--- src/rtl/fcgs_pkg.sv ---
// ----------------------------------------------------------------------------
// fcgs_pkg
// shared types and codes of the feed, cut and glue sequencer
// ----------------------------------------------------------------------------
package fcgs_pkg;

	// command codes on the input stream
	localparam logic [2:0] CMD_TICK       = 3'd0;
	localparam logic [2:0] CMD_START_UP   = 3'd1;
	localparam logic [2:0] CMD_FEED_WAIT  = 3'd2;
	localparam logic [2:0] CMD_GRIP_READY = 3'd3;
	localparam logic [2:0] CMD_GRIP_OK    = 3'd4;
	localparam logic [2:0] CMD_CUT_NOW    = 3'd5;
	localparam logic [2:0] CMD_GLUE_NOW   = 3'd6;

	// classified request kind
	typedef enum logic [2:0] {
		KIND_TICK       = 3'd0,
		KIND_START_UP   = 3'd1,
		KIND_FEED_WAIT  = 3'd2,
		KIND_GRIP_READY = 3'd3,
		KIND_GRIP_OK    = 3'd4,
		KIND_CUT_NOW    = 3'd5,
		KIND_GLUE_NOW   = 3'd6,
		KIND_NOP        = 3'd7
	} kind_t;

	// request as held in the front stage and the queue
	typedef struct packed {
		kind_t       kind;
		logic [31:0] now_ms;
		logic        feeder_busy;
		logic        cutter_busy;
		logic        pump_busy;
		logic [15:0] operand;   // feed length or glue volume, by kind
	} item_t;

endpackage

--- src/rtl/feed_cut_glue_sequencer.sv ---
// ----------------------------------------------------------------------------
// feed_cut_glue_sequencer
// sequencer for a feed, cut and glue machine, one result per request
// ----------------------------------------------------------------------------
//  channel   dir  fields
//  s_axis    in   command, now_ms, feeder/cutter/pump busy, feed_length, glue_volume
//  m_axis    out  action, move_amount, dose_amount, busy_res, error
//  cfg       in   timeout_ms (0), startup_feed (1), glue_dose (2)
//
//  one request per cycle sustained unless m_axis stalls and the queue fills
//  path: front register, queue, then the state update into the result register
//  the queue lets the front keep taking requests while a result waits on m_axis
//  reset is asynchronous and needs no clearing pass
// ----------------------------------------------------------------------------
module feed_cut_glue_sequencer
	import fcgs_pkg::*;
#(
	parameter int QUEUE_DEPTH = 4
) (
	input  logic        clk,
	input  logic        arst_n,
	input  logic        s_axis_tvalid,
	output logic        s_axis_tready,
	// command[2:0], now_ms[34:3], feeder_busy[35], cutter_busy[36],
	// pump_busy[37], feed_length[53:38], glue_volume[69:54], zero pad
	input  logic [71:0] s_axis_tdata,
	output logic        m_axis_tvalid,
	input  logic        m_axis_tready,
	// action[2:0], move_amount[18:3], dose_amount[34:19], busy_res[35],
	// error[36], zero pad
	output logic [39:0] m_axis_tdata,
	input  logic        cfg_we,
	input  logic [1:0]  cfg_index,
	input  logic [31:0] cfg_data
);

	logic  push;
	item_t push_item;
	logic  queue_full;
	logic  pop;
	logic  head_valid;
	item_t head_item;

	fcgs_front u_front (
		.clk           (clk),
		.arst_n        (arst_n),
		.s_axis_tvalid (s_axis_tvalid),
		.s_axis_tready (s_axis_tready),
		.s_axis_tdata  (s_axis_tdata),
		.push          (push),
		.push_item     (push_item),
		.queue_full    (queue_full)
	);

	fcgs_queue #(
		.Depth (QUEUE_DEPTH)
	) u_queue (
		.clk        (clk),
		.arst_n     (arst_n),
		.push       (push),
		.push_item  (push_item),
		.full       (queue_full),
		.pop        (pop),
		.head_valid (head_valid),
		.head_item  (head_item)
	);

	fcgs_back u_back (
		.clk           (clk),
		.arst_n        (arst_n),
		.cfg_we        (cfg_we),
		.cfg_index     (cfg_index),
		.cfg_data      (cfg_data),
		.head_valid    (head_valid),
		.head_item     (head_item),
		.pop           (pop),
		.m_axis_tvalid (m_axis_tvalid),
		.m_axis_tready (m_axis_tready),
		.m_axis_tdata  (m_axis_tdata)
	);

endmodule

--- src/rtl/fcgs_front.sv ---
// ----------------------------------------------------------------------------
// fcgs_front
// input stage: takes requests and classifies the command
// ----------------------------------------------------------------------------
module fcgs_front
	import fcgs_pkg::*;
(
	input  logic        clk,
	input  logic        arst_n,
	input  logic        s_axis_tvalid,
	output logic        s_axis_tready,
	// command[2:0], now_ms[34:3], feeder_busy[35], cutter_busy[36],
	// pump_busy[37], feed_length[53:38], glue_volume[69:54], zero pad
	input  logic [71:0] s_axis_tdata,
	output logic        push,
	output item_t       push_item,
	input  logic        queue_full
);

	logic  valid_s1;
	item_t item_s1;
	item_t item_in;

	always_comb begin
		item_in.now_ms      = s_axis_tdata[34:3];
		item_in.feeder_busy = s_axis_tdata[35];
		item_in.cutter_busy = s_axis_tdata[36];
		item_in.pump_busy   = s_axis_tdata[37];
		item_in.operand     = s_axis_tdata[53:38];
		unique case (s_axis_tdata[2:0])
			CMD_TICK:       item_in.kind = KIND_TICK;
			CMD_START_UP:   item_in.kind = KIND_START_UP;
			CMD_FEED_WAIT:  item_in.kind = KIND_FEED_WAIT;
			CMD_GRIP_READY: item_in.kind = KIND_GRIP_READY;
			CMD_GRIP_OK:    item_in.kind = KIND_GRIP_OK;
			CMD_CUT_NOW:    item_in.kind = KIND_CUT_NOW;
			CMD_GLUE_NOW: begin
				item_in.kind    = KIND_GLUE_NOW;
				item_in.operand = s_axis_tdata[69:54];
			end
			default:        item_in.kind = KIND_NOP;
		endcase
	end

	assign push          = valid_s1 && !queue_full;
	assign s_axis_tready = !valid_s1 || !queue_full;
	assign push_item     = item_s1;

	always_ff @(posedge clk or negedge arst_n) begin
		if (!arst_n) begin
			valid_s1 <= 1'b0;
		end else if (s_axis_tready) begin
			valid_s1 <= s_axis_tvalid;
		end
	end

	always_ff @(posedge clk) begin
		if (s_axis_tready && s_axis_tvalid) begin
			item_s1 <= item_in;
		end
	end

endmodule

--- src/rtl/fcgs_queue.sv ---
// ----------------------------------------------------------------------------
// fcgs_queue
// short request queue between the front and back
// ----------------------------------------------------------------------------
module fcgs_queue
	import fcgs_pkg::*;
#(
	parameter int Depth = 4
) (
	input  logic  clk,
	input  logic  arst_n,
	input  logic  push,
	input  item_t push_item,
	output logic  full,
	input  logic  pop,
	output logic  head_valid,
	output item_t head_item
);

	localparam int PtrW = (Depth > 1) ? $clog2(Depth) : 1;
	localparam int CntW = $clog2(Depth + 1);

	item_t            entry_q [Depth];
	logic [PtrW-1:0]  wr_ptr_q;
	logic [PtrW-1:0]  rd_ptr_q;
	logic [CntW-1:0]  count_q;

	assign full       = (count_q == CntW'(Depth));
	assign head_valid = (count_q != '0);
	assign head_item  = entry_q[rd_ptr_q];

	always_ff @(posedge clk or negedge arst_n) begin
		if (!arst_n) begin
			wr_ptr_q <= '0;
			rd_ptr_q <= '0;
			count_q  <= '0;
		end else begin
			if (push) begin
				wr_ptr_q <= (wr_ptr_q == PtrW'(Depth - 1)) ? '0 : wr_ptr_q + 1'b1;
			end
			if (pop) begin
				rd_ptr_q <= (rd_ptr_q == PtrW'(Depth - 1)) ? '0 : rd_ptr_q + 1'b1;
			end
			if (push && !pop) begin
				count_q <= count_q + 1'b1;
			end else if (pop && !push) begin
				count_q <= count_q - 1'b1;
			end
		end
	end

	always_ff @(posedge clk) begin
		if (push) begin
			entry_q[wr_ptr_q] <= push_item;
		end
	end

	a_no_overflow: assert property (@(posedge clk) disable iff (!arst_n)
		push |-> !full)
		else $error("queue written while full");

	a_no_underflow: assert property (@(posedge clk) disable iff (!arst_n)
		pop |-> head_valid)
		else $error("queue read while empty");

	a_count_up: assert property (@(posedge clk) disable iff (!arst_n)
		(push && !pop) |=> (count_q == $past(count_q) + 1'b1))
		else $error("queue count lost a request");

endmodule

--- src/rtl/fcgs_back.sv ---
// ----------------------------------------------------------------------------
// fcgs_back
// sequencer state, timeout check and result register
// ----------------------------------------------------------------------------
module fcgs_back
	import fcgs_pkg::*;
(
	input  logic        clk,
	input  logic        arst_n,
	input  logic        cfg_we,
	input  logic [1:0]  cfg_index,
	input  logic [31:0] cfg_data,
	input  logic        head_valid,
	input  item_t       head_item,
	output logic        pop,
	output logic        m_axis_tvalid,
	input  logic        m_axis_tready,
	// action[2:0], move_amount[18:3], dose_amount[34:19], busy_res[35],
	// error[36], zero pad
	output logic [39:0] m_axis_tdata
);

	localparam logic [1:0] REG_TIMEOUT      = 2'd0;
	localparam logic [1:0] REG_STARTUP_FEED = 2'd1;
	localparam logic [1:0] REG_GLUE_DOSE    = 2'd2;

	typedef enum logic [3:0] {
		OP_IDLE    = 4'b0001,
		OP_STARTUP = 4'b0010,
		OP_FWC     = 4'b0100,
		OP_ERROR   = 4'b1000
	} op_t;

	typedef enum logic [8:0] {
		PH_START     = 9'b000000001,
		PH_HOME      = 9'b000000010,
		PH_FEED      = 9'b000000100,
		PH_CUT       = 9'b000001000,
		PH_WAIT_POS  = 9'b000010000,
		PH_FEED_MM   = 9'b000100000,
		PH_WAIT_GRIP = 9'b001000000,
		PH_CUT2      = 9'b010000000,
		PH_GLUE      = 9'b100000000
	} phase_t;

	typedef enum logic [2:0] {
		ACT_NONE  = 3'd0,
		ACT_HOME  = 3'd1,
		ACT_MOVE  = 3'd2,
		ACT_CUT   = 3'd3,
		ACT_DROP  = 3'd4,
		ACT_ESTOP = 3'd5
	} act_t;

	logic [31:0] timeout_q;
	logic [15:0] startup_feed_q;
	logic [15:0] glue_dose_q;

	op_t         op_q, op_n;
	phase_t      ph_q, ph_n;
	logic [15:0] len_q, len_n;
	logic [31:0] pst_q, pst_n;
	logic        stop_q, stop_n;

	act_t        act_q, act_n;
	logic [15:0] mv_q, mv_n;
	logic [15:0] dose_q, dose_n;
	logic        busy_q, error_q;
	logic        out_valid_q;

	logic        running;
	logic [31:0] elapsed;
	logic        timed_out;

	assign pop           = head_valid && (!out_valid_q || m_axis_tready);
	assign m_axis_tvalid = out_valid_q;
	assign m_axis_tdata  = {3'b000, error_q, busy_q, dose_q, mv_q, act_q};

	assign running   = (op_q == OP_STARTUP) || (op_q == OP_FWC);
	assign elapsed   = head_item.now_ms - pst_q;
	// no timeout in the start phase, the phase timer is stale there
	assign timed_out = (op_q != OP_IDLE) && (ph_q != PH_START) && (elapsed > timeout_q);

	always_comb begin
		op_n   = op_q;
		ph_n   = ph_q;
		len_n  = len_q;
		pst_n  = pst_q;
		stop_n = stop_q;
		act_n  = ACT_NONE;
		mv_n   = '0;
		dose_n = '0;
		unique case (head_item.kind)
			KIND_TICK: begin
				if (timed_out || op_q == OP_ERROR) begin
					op_n = OP_ERROR;
					if (!stop_q) begin
						act_n  = ACT_ESTOP;
						stop_n = 1'b1;
					end
				end else if (op_q == OP_STARTUP) begin
					if (ph_q == PH_START) begin
						act_n = ACT_HOME;
						ph_n  = PH_HOME;
						pst_n = head_item.now_ms;
					end else if (ph_q == PH_HOME) begin
						if (!head_item.feeder_busy) begin
							act_n = ACT_MOVE;
							mv_n  = startup_feed_q;
							ph_n  = PH_FEED;
							pst_n = head_item.now_ms;
						end
					end else if (ph_q == PH_FEED) begin
						if (!head_item.feeder_busy) begin
							act_n = ACT_CUT;
							ph_n  = PH_CUT;
							pst_n = head_item.now_ms;
						end
					end else if (ph_q == PH_CUT) begin
						if (!head_item.cutter_busy) op_n = OP_IDLE;
					end
				end else if (op_q == OP_FWC) begin
					if (ph_q == PH_START) begin
						ph_n  = PH_WAIT_POS;
						pst_n = head_item.now_ms;
					end else if (ph_q == PH_FEED_MM) begin
						act_n = ACT_MOVE;
						mv_n  = len_q;
						ph_n  = PH_WAIT_GRIP;
						pst_n = head_item.now_ms;
					end else if (ph_q == PH_CUT2) begin
						act_n = ACT_CUT;
						ph_n  = PH_CUT;
						pst_n = head_item.now_ms;
					end else if (ph_q == PH_CUT) begin
						if (!head_item.cutter_busy) begin
							act_n  = ACT_DROP;
							dose_n = glue_dose_q;
							ph_n   = PH_GLUE;
							pst_n  = head_item.now_ms;
						end
					end else if (ph_q == PH_GLUE) begin
						if (!head_item.pump_busy) op_n = OP_IDLE;
					end
				end
			end
			KIND_START_UP: begin
				if (!running) begin
					op_n   = OP_STARTUP;
					ph_n   = PH_START;
					stop_n = 1'b0;
				end
			end
			KIND_FEED_WAIT: begin
				// length is taken even when the request is ignored
				len_n = head_item.operand;
				if (!running) begin
					op_n   = OP_FWC;
					ph_n   = PH_START;
					stop_n = 1'b0;
				end
			end
			KIND_GRIP_READY: begin
				if (op_q == OP_FWC && ph_q == PH_WAIT_POS) ph_n = PH_FEED_MM;
			end
			KIND_GRIP_OK: begin
				if (op_q == OP_FWC && ph_q == PH_WAIT_GRIP) ph_n = PH_CUT2;
			end
			KIND_CUT_NOW: begin
				if (!running) begin
					act_n = ACT_CUT;
					op_n  = OP_IDLE;
				end
			end
			KIND_GLUE_NOW: begin
				if (!running) begin
					act_n  = ACT_DROP;
					dose_n = head_item.operand;
				end
			end
			default: begin
			end
		endcase
	end

	always_ff @(posedge clk or negedge arst_n) begin
		if (!arst_n) begin
			timeout_q      <= 32'd8000;
			startup_feed_q <= 16'd200;
			glue_dose_q    <= 16'd100;
		end else if (cfg_we) begin
			unique case (cfg_index)
				REG_TIMEOUT:      timeout_q      <= cfg_data;
				REG_STARTUP_FEED: startup_feed_q <= cfg_data[15:0];
				REG_GLUE_DOSE:    glue_dose_q    <= cfg_data[15:0];
				default: begin
				end
			endcase
		end
	end

	always_ff @(posedge clk or negedge arst_n) begin
		if (!arst_n) begin
			op_q        <= OP_IDLE;
			ph_q        <= PH_START;
			len_q       <= '0;
			pst_q       <= '0;
			stop_q      <= 1'b0;
			out_valid_q <= 1'b0;
		end else begin
			if (pop) begin
				op_q   <= op_n;
				ph_q   <= ph_n;
				len_q  <= len_n;
				pst_q  <= pst_n;
				stop_q <= stop_n;
			end
			if (pop) begin
				out_valid_q <= 1'b1;
			end else if (m_axis_tready) begin
				out_valid_q <= 1'b0;
			end
		end
	end

	always_ff @(posedge clk) begin
		if (pop) begin
			act_q   <= act_n;
			mv_q    <= mv_n;
			dose_q  <= dose_n;
			busy_q  <= (op_n == OP_STARTUP) || (op_n == OP_FWC);
			error_q <= (op_n == OP_ERROR);
		end
	end

	a_estop_once: assert property (@(posedge clk) disable iff (!arst_n)
		pop |=> (act_q != ACT_ESTOP) || stop_q)
		else $error("stop issued without being recorded");

	a_busy_error: assert property (@(posedge clk) disable iff (!arst_n)
		out_valid_q |-> !(busy_q && error_q))
		else $error("result is busy and in error at once");

	a_move_only: assert property (@(posedge clk) disable iff (!arst_n)
		(out_valid_q && act_q != ACT_MOVE) |-> (mv_q == '0))
		else $error("move distance on a result that is not a move");

	a_error_state: assert property (@(posedge clk) disable iff (!arst_n)
		(pop && op_q == OP_ERROR && head_item.kind == KIND_TICK) |=> (op_q == OP_ERROR))
		else $error("tick left the error state");

endmodule
--- config.mk ---
export PLATFORM = sky130hd
export DESIGN_NAME = feed_cut_glue_sequencer
export DESIGN_NICKNAME = d
export VERILOG_FILES = /design/src/rtl/fcgs_pkg.sv /design/src/rtl/feed_cut_glue_sequencer.sv /design/src/rtl/fcgs_front.sv /design/src/rtl/fcgs_queue.sv /design/src/rtl/fcgs_back.sv
export SDC_FILE = /design/constraint.sdc
export NUM_CORES = 1
export LEC_CHECK = 0
export CAP_MARGIN = 0
export CORE_UTILIZATION = 60
export CTS_BUF_LIST = sky130_fd_sc_hd__clkbuf_8 sky130_fd_sc_hd__clkbuf_16
export DETAILED_ROUTE_END_ITERATION = 8
export DONT_BUFFER_PORTS = 1
export GPL_TIMING_DRIVEN = 0
export PLACE_DENSITY_LB_ADDON = 0.2
export SYNTH_ARGS = -nofsm -noshare
export SYNTH_HDL_FRONTEND = slang
export SYNTH_HIERARCHICAL = 1
export SYNTH_SLANG_ARGS = --single-unit
--- constraint.sdc ---
create_clock -name clk -period 7.1 [get_ports clk]
set_input_delay 0.71 -clock clk [delete_from_list [all_inputs] [get_ports clk]]
set_output_delay 0.71 -clock clk [all_outputs]
set_load 0.05 [all_outputs]
==> After elaboration in Yosys (flattened, before gate mapping) <==
Memory sizes are Yosys's and may differ from the RTL's.
Cells that the tools add are included.
{ "totals": {"out_inout_bits": 42, "ramBits": 216, "word_cells": 210, "in_bits": 111, "reg_bits": 226, "memories": 1} }
{ "memory_table": {"columns": ["memory", "words", "word_bits", "read_ports", "rd_ports_with_merged_regs", "wr", "line_no", "source"], "rows": [
  ["u_queue.entry_q", 4, 54, 1, 0, 1, "fcgs_queue.sv:23", "item_t entry_q [Depth];"]
]} }
{ "op_classes": {"order_cmp": 1, "n_mux": 93, "n_bitwise": 2, "n_reduce_logical": 38, "n_eq_ne": 46, "add_sub_neg": 5} }
{ "ops": {"columns": ["cell", "n"], "rows": [
  ["$mux W32", 11],
  ["$mux W16", 17],
  ["$mux W9", 16],
  ["$mux W4", 17],
  ["$mux W3", 15],
  ["$pmux W9 S4", 1],
  ["$gt A32 B32 Y1", 1],
  ["$pmux W16 S2", 1],
  ["$sub A32 B32 Y32", 1],
  ["$eq A3 B3 Y1 const B", 7],
  ["$pmux W3 S7", 1],
  ["$pmux W4 S4", 1],
  ["$eq A3 B2 Y1 const B", 4],
  ["$reduce_and A11 Y1", 1],
  ["$mux W2", 5],
  ["$ne A5 B5 Y1 const B", 2],
  ["$eq A9 B1 Y1 const B", 1],
  ["$eq A9 B2 Y1 const B", 1],
  ["$eq A9 B3 Y1 const B", 1],
  ["$eq A9 B4 Y1 const B", 1],
  ["$eq A9 B5 Y1 const B", 1],
  ["$eq A9 B6 Y1 const B", 1],
  ["$eq A9 B7 Y1 const B", 1],
  ["$eq A9 B8 Y1 const B", 1],
  ["35 further kinds", 76]
]} }

==> Depth between registers and ports, before layout <==
An unclocked memory read counts as a cell.
{ "depth": {"ltp_word": 13, "ltp_mapped": 27, "mapped_depth_nobuf": 24} }

==> Cells and area by module <==
Netlist, hierarchy kept.
{ "modules_own_cells": {"columns": ["mod", "seq_area_each_um2", "instances", "area_per_inst_um2", "cells_per_inst"], "rows": [
  ["fcgs_back", 4306.6, 1, 9334.0, 917],
  ["fcgs_queue", 6661.4, 1, 8209.1, 319],
  ["fcgs_front", 1646.6, 1, 1930.6, 80]
]} }

==> Worst setup path before layout <==
Ideal clock, no wire load.
{ "synth_timing": {"kind": "reg2reg", "start": "register u_queue.rd_ptr_q[0]", "end": "register u_back.ph_q[1]", "path_slack_ns": 1.693, "t_required_ns": 6.975, "arrival_ns": 5.282, "setup_time_ns": 0.125, "stages_incl_launch_ff": 27, "path_buffers": 2, "period_less_slack_ns": 5.407, "path_cell_list": "dfrtp_1 > buf_6 > buf_6 > mux4_2 > inv_1 > ha_1 > inv_1 > fa_1 > a211oi_1 > o21bai_1 > o211ai_1 > a21o_1 > nand2b_1 > a21oi_1 > a2bb2oi_1 > nor2b_1 > xnor2_1 > ha_1 > nand4_2 > nor4_2 > a21boi_2 > o41ai_1 > a21o_2 > and2_4 > a31o_4 > nand4_4 > mux2_4"} }
{ "synth_lines": {"columns": ["element", "line_no", "source"], "rows": [
  ["start: declaration", "fcgs_queue.sv:25", "logic [PtrW-1:0] rd_ptr_q;"],
  ["start signal: assignment", "fcgs_queue.sv:42", "rd_ptr_q <= (rd_ptr_q == PtrW'(Depth - 1)) ? '0 : rd_ptr_q + 1'b1;"],
  ["end signal: assignment", "fcgs_back.sv:213", "ph_q <= ph_n;"],
  ["end: declaration", "fcgs_back.sv:60", "phase_t ph_q, ph_n;"]
]} }

==> flow_metrics.env <==
export IMPL_status="completed"
export IMPL_setup_reg_to_reg_worst_slack_ns=0.21
export IMPL_core_rowCount=65
export IMPL_p_int_mw=6.42
export IMPL_grt_pass1_vias=11000
export IMPL_critical_path_endpoint="u_back/dose_q[5]$_DFFE_PP_"
export IMPL_timing_critical_path_required_ns=7.51
export IMPL_relSlewSlack_pct=26.6
export IMPL_drtPass1Iterations=5
export IMPL_syn_warnings=6
export IMPL_crit_path_class="register to register"
export IMPL_critical_path_startpoint_type="register"
export IMPL_cts_tree="built"
export IMPL_timing_worst_slew_pin_value_ns=1.09
export IMPL_drive_above_1_share_pct=19.9
export IMPL_detailedPlacementHpwl_mm=27.4
export IMPL_critical_path_n_buffers_inverters=6
export IMPL_critical_path_most_common_cell="buf_2"
export IMPL_cts_root_buf="clkbuf_16"
export IMPL_total_cts_buffers=44
export IMPL_post_route_drc_count=0
export IMPL_drt_first_iter_violations=878
export IMPL_grt_pass1_wl_mm=62.5
export IMPL_synth_compound_area_share_pct=7.85
export IMPL_combinational_family_with_the_most_area_after_synthesis="multiplexers"
export IMPL_finalMaxSlewViolations=0
export IMPL_synth_common_cells="307 x edfxtp_1, 121 x dfrtp_1, 96 x nand2_1, 86 x inv_1, 86 x o21ai_0"
export IMPL_fin_tns_setup_ns=0
export IMPL_synth_most_common_cell="edfxtp_1"
export IMPL_syn_cell_area_um2=19500
export IMPL_top_level_ports=153
export IMPL_post_drt_via_cell_ratio=6.09
export IMPL_holdCritPathClass="input port to asynchronous set/reset pin"
export IMPL_power_leakage_nw=8.35
export IMPL_timing_hold_ws_ns=0.0321
export IMPL_p_total_mw=10.1
export IMPL_dp_worst_setup_slack_ns=0.336
export IMPL_crit_reg2reg_launch="u_queue/rd_ptr_q[1]$_DFFE_PN0P_"
export IMPL_fillers=2161
export IMPL_routed_wire_length_per_instance_um=22.3
export IMPL_grt_max_degree=122
export IMPL_die_width_um=182
export IMPL_cts_reportedPaths_clkPinSlew_ns=0.06
export IMPL_global_route_usage_total_pct=25.0
export IMPL_cp_arrival_ns=7.30
export IMPL_dr_total_vias=11000
export IMPL_synth_async_sr_flop_share_pct=30.5
export IMPL_yosys_mux_area_fraction_pct=11.2
export IMPL_syn_mean_instance_area_um2=14.8
export IMPL_critPathTopFamily="compound AO/OA/AOI/OAI gates"
export IMPL_crit_path_end_kind="register"
export IMPL_synth_area_leaders="edfxtp_1 47%, dfrtp_1 16%, mux4_2 6.2%, ha_1 4.4%, mux2_2 3.5%"
export IMPL_final_cell_area_um2=21600
export IMPL_synth_top_cell_by_area="edfxtp_1"
export IMPL_yosys_area_share_simple_pct=6.80
export IMPL_final_antenna_net_count=0
export IMPL_setup_viol_count_final=0
export IMPL_synthDominantCellAreaShare_pct=47.3
export IMPL_finalHoldViolations=0
export IMPL_crit_path_max_incr_delay_ns=0.65
export IMPL_crit_path_top_delay_cell="nor4_1"
export IMPL_drv_max_cap_violation_count=0
export IMPL_detail_route_wirelength_mm=40.3
export IMPL_switching_power_mw=3.67
export IMPL_antenna_diode_count=0
export IMPL_worst_r2r_endpoint="u_back/dose_q[5]$_DFFE_PP_"
export IMPL_initial_antenna_violation_count=0
export IMPL_floorplan_die_height_um=182
export IMPL_final_nets=1553
export IMPL_fmaxAchievable_ghz=0.145
export IMPL_gr_total_overflow=0
export IMPL_cts_max_path_buffers=3
export IMPL_number_of_cell_instances_on_the_worst_register_to_register_path=27
export IMPL_rsz0062_at_grt="no"
export IMPL_worst_setup_path_startpoint="u_queue/rd_ptr_q[1]$_DFFE_PN0P_"
export IMPL_worstSkewPairLatency_ns=0.55
export IMPL_synthToLayoutAreaGrowth_pct=11.0
export IMPL_adder_and_majority_gate_portion_of_the_synthesized_area_pct=4.64
export IMPL_seq_area_frac_synth_pct=64.8
export IMPL_fp_dieArea_um2=33200
export IMPL_post_cts_resized=0
export IMPL_core_area_um2=31700
export IMPL_postPlaceCellArea_um2=20100
export IMPL_clkPwrFrac_pct=22.8
export IMPL_port_buffer_count=0
export IMPL_initial_core_util_pct=61.4
export IMPL_share_seq_of_total_power_pct=39.1
export IMPL_synth_edf_count=307
export IMPL_number_of_h_tree_branching_levels=2
export IMPL_fin_ws_ns=0.208
export IMPL_yosys_register_bits=442
export IMPL_timing_critical_path_fanout_max=10
export IMPL_critical_path_cell_count=27
export IMPL_power_frac_comb_pct=38.1
export IMPL_synthesized_netlist_cell_count=1316
export IMPL_final_min_clock_period_ns=6.89
export IMPL_yosys_most_used_dff="edfxtp_1"
export IMPL_cts_hold_repair_buffers=2
export IMPL_post_synth_xor_area_fraction_pct=1.53
export IMPL_cts_setup_buffers=0
export IMPL_clock_skew_ns=0.0351
export IMPL_cts_sinks=442
export IMPL_max_vdd_ir_drop_uv=279
export IMPL_powerDensity_nw_per_um2=467
export IMPL_power_switching_fraction_pct=36.3
export IMPL_place_congestion=0.893
export IMPL_yosysUniqueCellTypes=78
export IMPL_timing_final_crit_share_pct=97.1
==> registers in the layout, indices dropped and copies added (netlist names), 9 cells and up <==
name / cells
u_back/pst_q: 32
u_queue/entry_q: 216
u_front/push_item: 54
u_back/ph_q: 9
u_back/len_q: 16
u_back/timeout_q: 32
u_back/mv_q: 16
u_back/startup_feed_q: 16
u_back/glue_dose_q: 16
u_back/dose_q: 16
==> stage by stage <==
step | util [%] | std cells
floorplan | - | 1318
global placement | 63.0 | 1720
detailed placement | 63.5 | 1725
CTS | 68.2 | 1807
global route | 68.2 | 1807
finish | 68.2 | 1807
==> routing by layer <==
metal  global-route usage (%)  part of all wire, %  vias up
li1                         -                    -     5034
met1                     36.5                   46     5561
met2                     38.7                   46      351
met3                     3.91                  5.7       66
met4                     8.44                  2.7        0
met5                        0                    0        -
==> area by class of cell <==
type / count / area [um^2] / share of cell area, %
timing repair buffer: 7 / 168 / 0.775
tap: 402 / 503 / 2.33
clock inverter: 36 / 352 / 1.63
sequential: 442 / 12600 / 58.3
clock buffer: 44 / 1100 / 5.09
inverter: 86 / 323 / 1.49
multi-input combinational: 737 / 6260 / 28.9
buffer: 53 / 302 / 1.39
==> worst min-delay path by stage <==
stage	startpoint	end	cells after the start
after global routing	arst_n	u_back/op_q[0]$_DFFE_PN1P_	0
after detailed placement	arst_n	u_queue/count_q[1]$_DFFE_PN0P_	0
final	arst_n	u_back/op_q[0]$_DFFE_PN1P_	0
after CTS	arst_n	u_back/timeout_q[12]$_DFFE_PN1P_	0
after floorplan	arst_n	u_back/glue_dose_q[0]$_DFFE_PN0P_	0
after global placement	arst_n	u_queue/count_q[0]$_DFFE_PN0P_	0
==> cell families after synthesis <==
| kind of cell | count (synthesis) |
|---|---|
| simple gates | 261 |
| fa+ha+maj | 71 |
| buf+inv | 139 |
| flops | 442 |
| mux | 134 |
| other cells | 1 |
| compound gates | 234 |
| xor+xnor | 34 |
==> cells in the final DEF, fill, tap and decap left out, drive strengths merged, types with 17 or more instances in the layout <==
| master | count |
|---|---|
| nor2 | 58 |
| xnor2 | 23 |
| a21o | 17 |
| clkbuf | 67 |
| edfxtp | 307 |
| a22o | 18 |
| mux4 | 54 |
| buf | 36 |
| mux2 | 78 |
| dfrtp | 121 |
| nand2 | 96 |
| o21ai | 89 |
| inv | 95 |
| a22oi | 17 |
| ha | 69 |
| clkinv | 21 |
| a21oi | 39 |
==> power groups by stage <==
stage / logic, mW / registers [mW] / clock network (mW)
after floorplan: 2.81 / 3.93 / 0
after global routing: 4.23 / 4.00 / 2.43
after detailed placement: 3.78 / 3.99 / 0
after global placement: 3.65 / 4.00 / 0
final: 3.85 / 3.95 / 2.30
after CTS: 3.83 / 3.95 / 2.34
(Power assumes the default switching activity.)
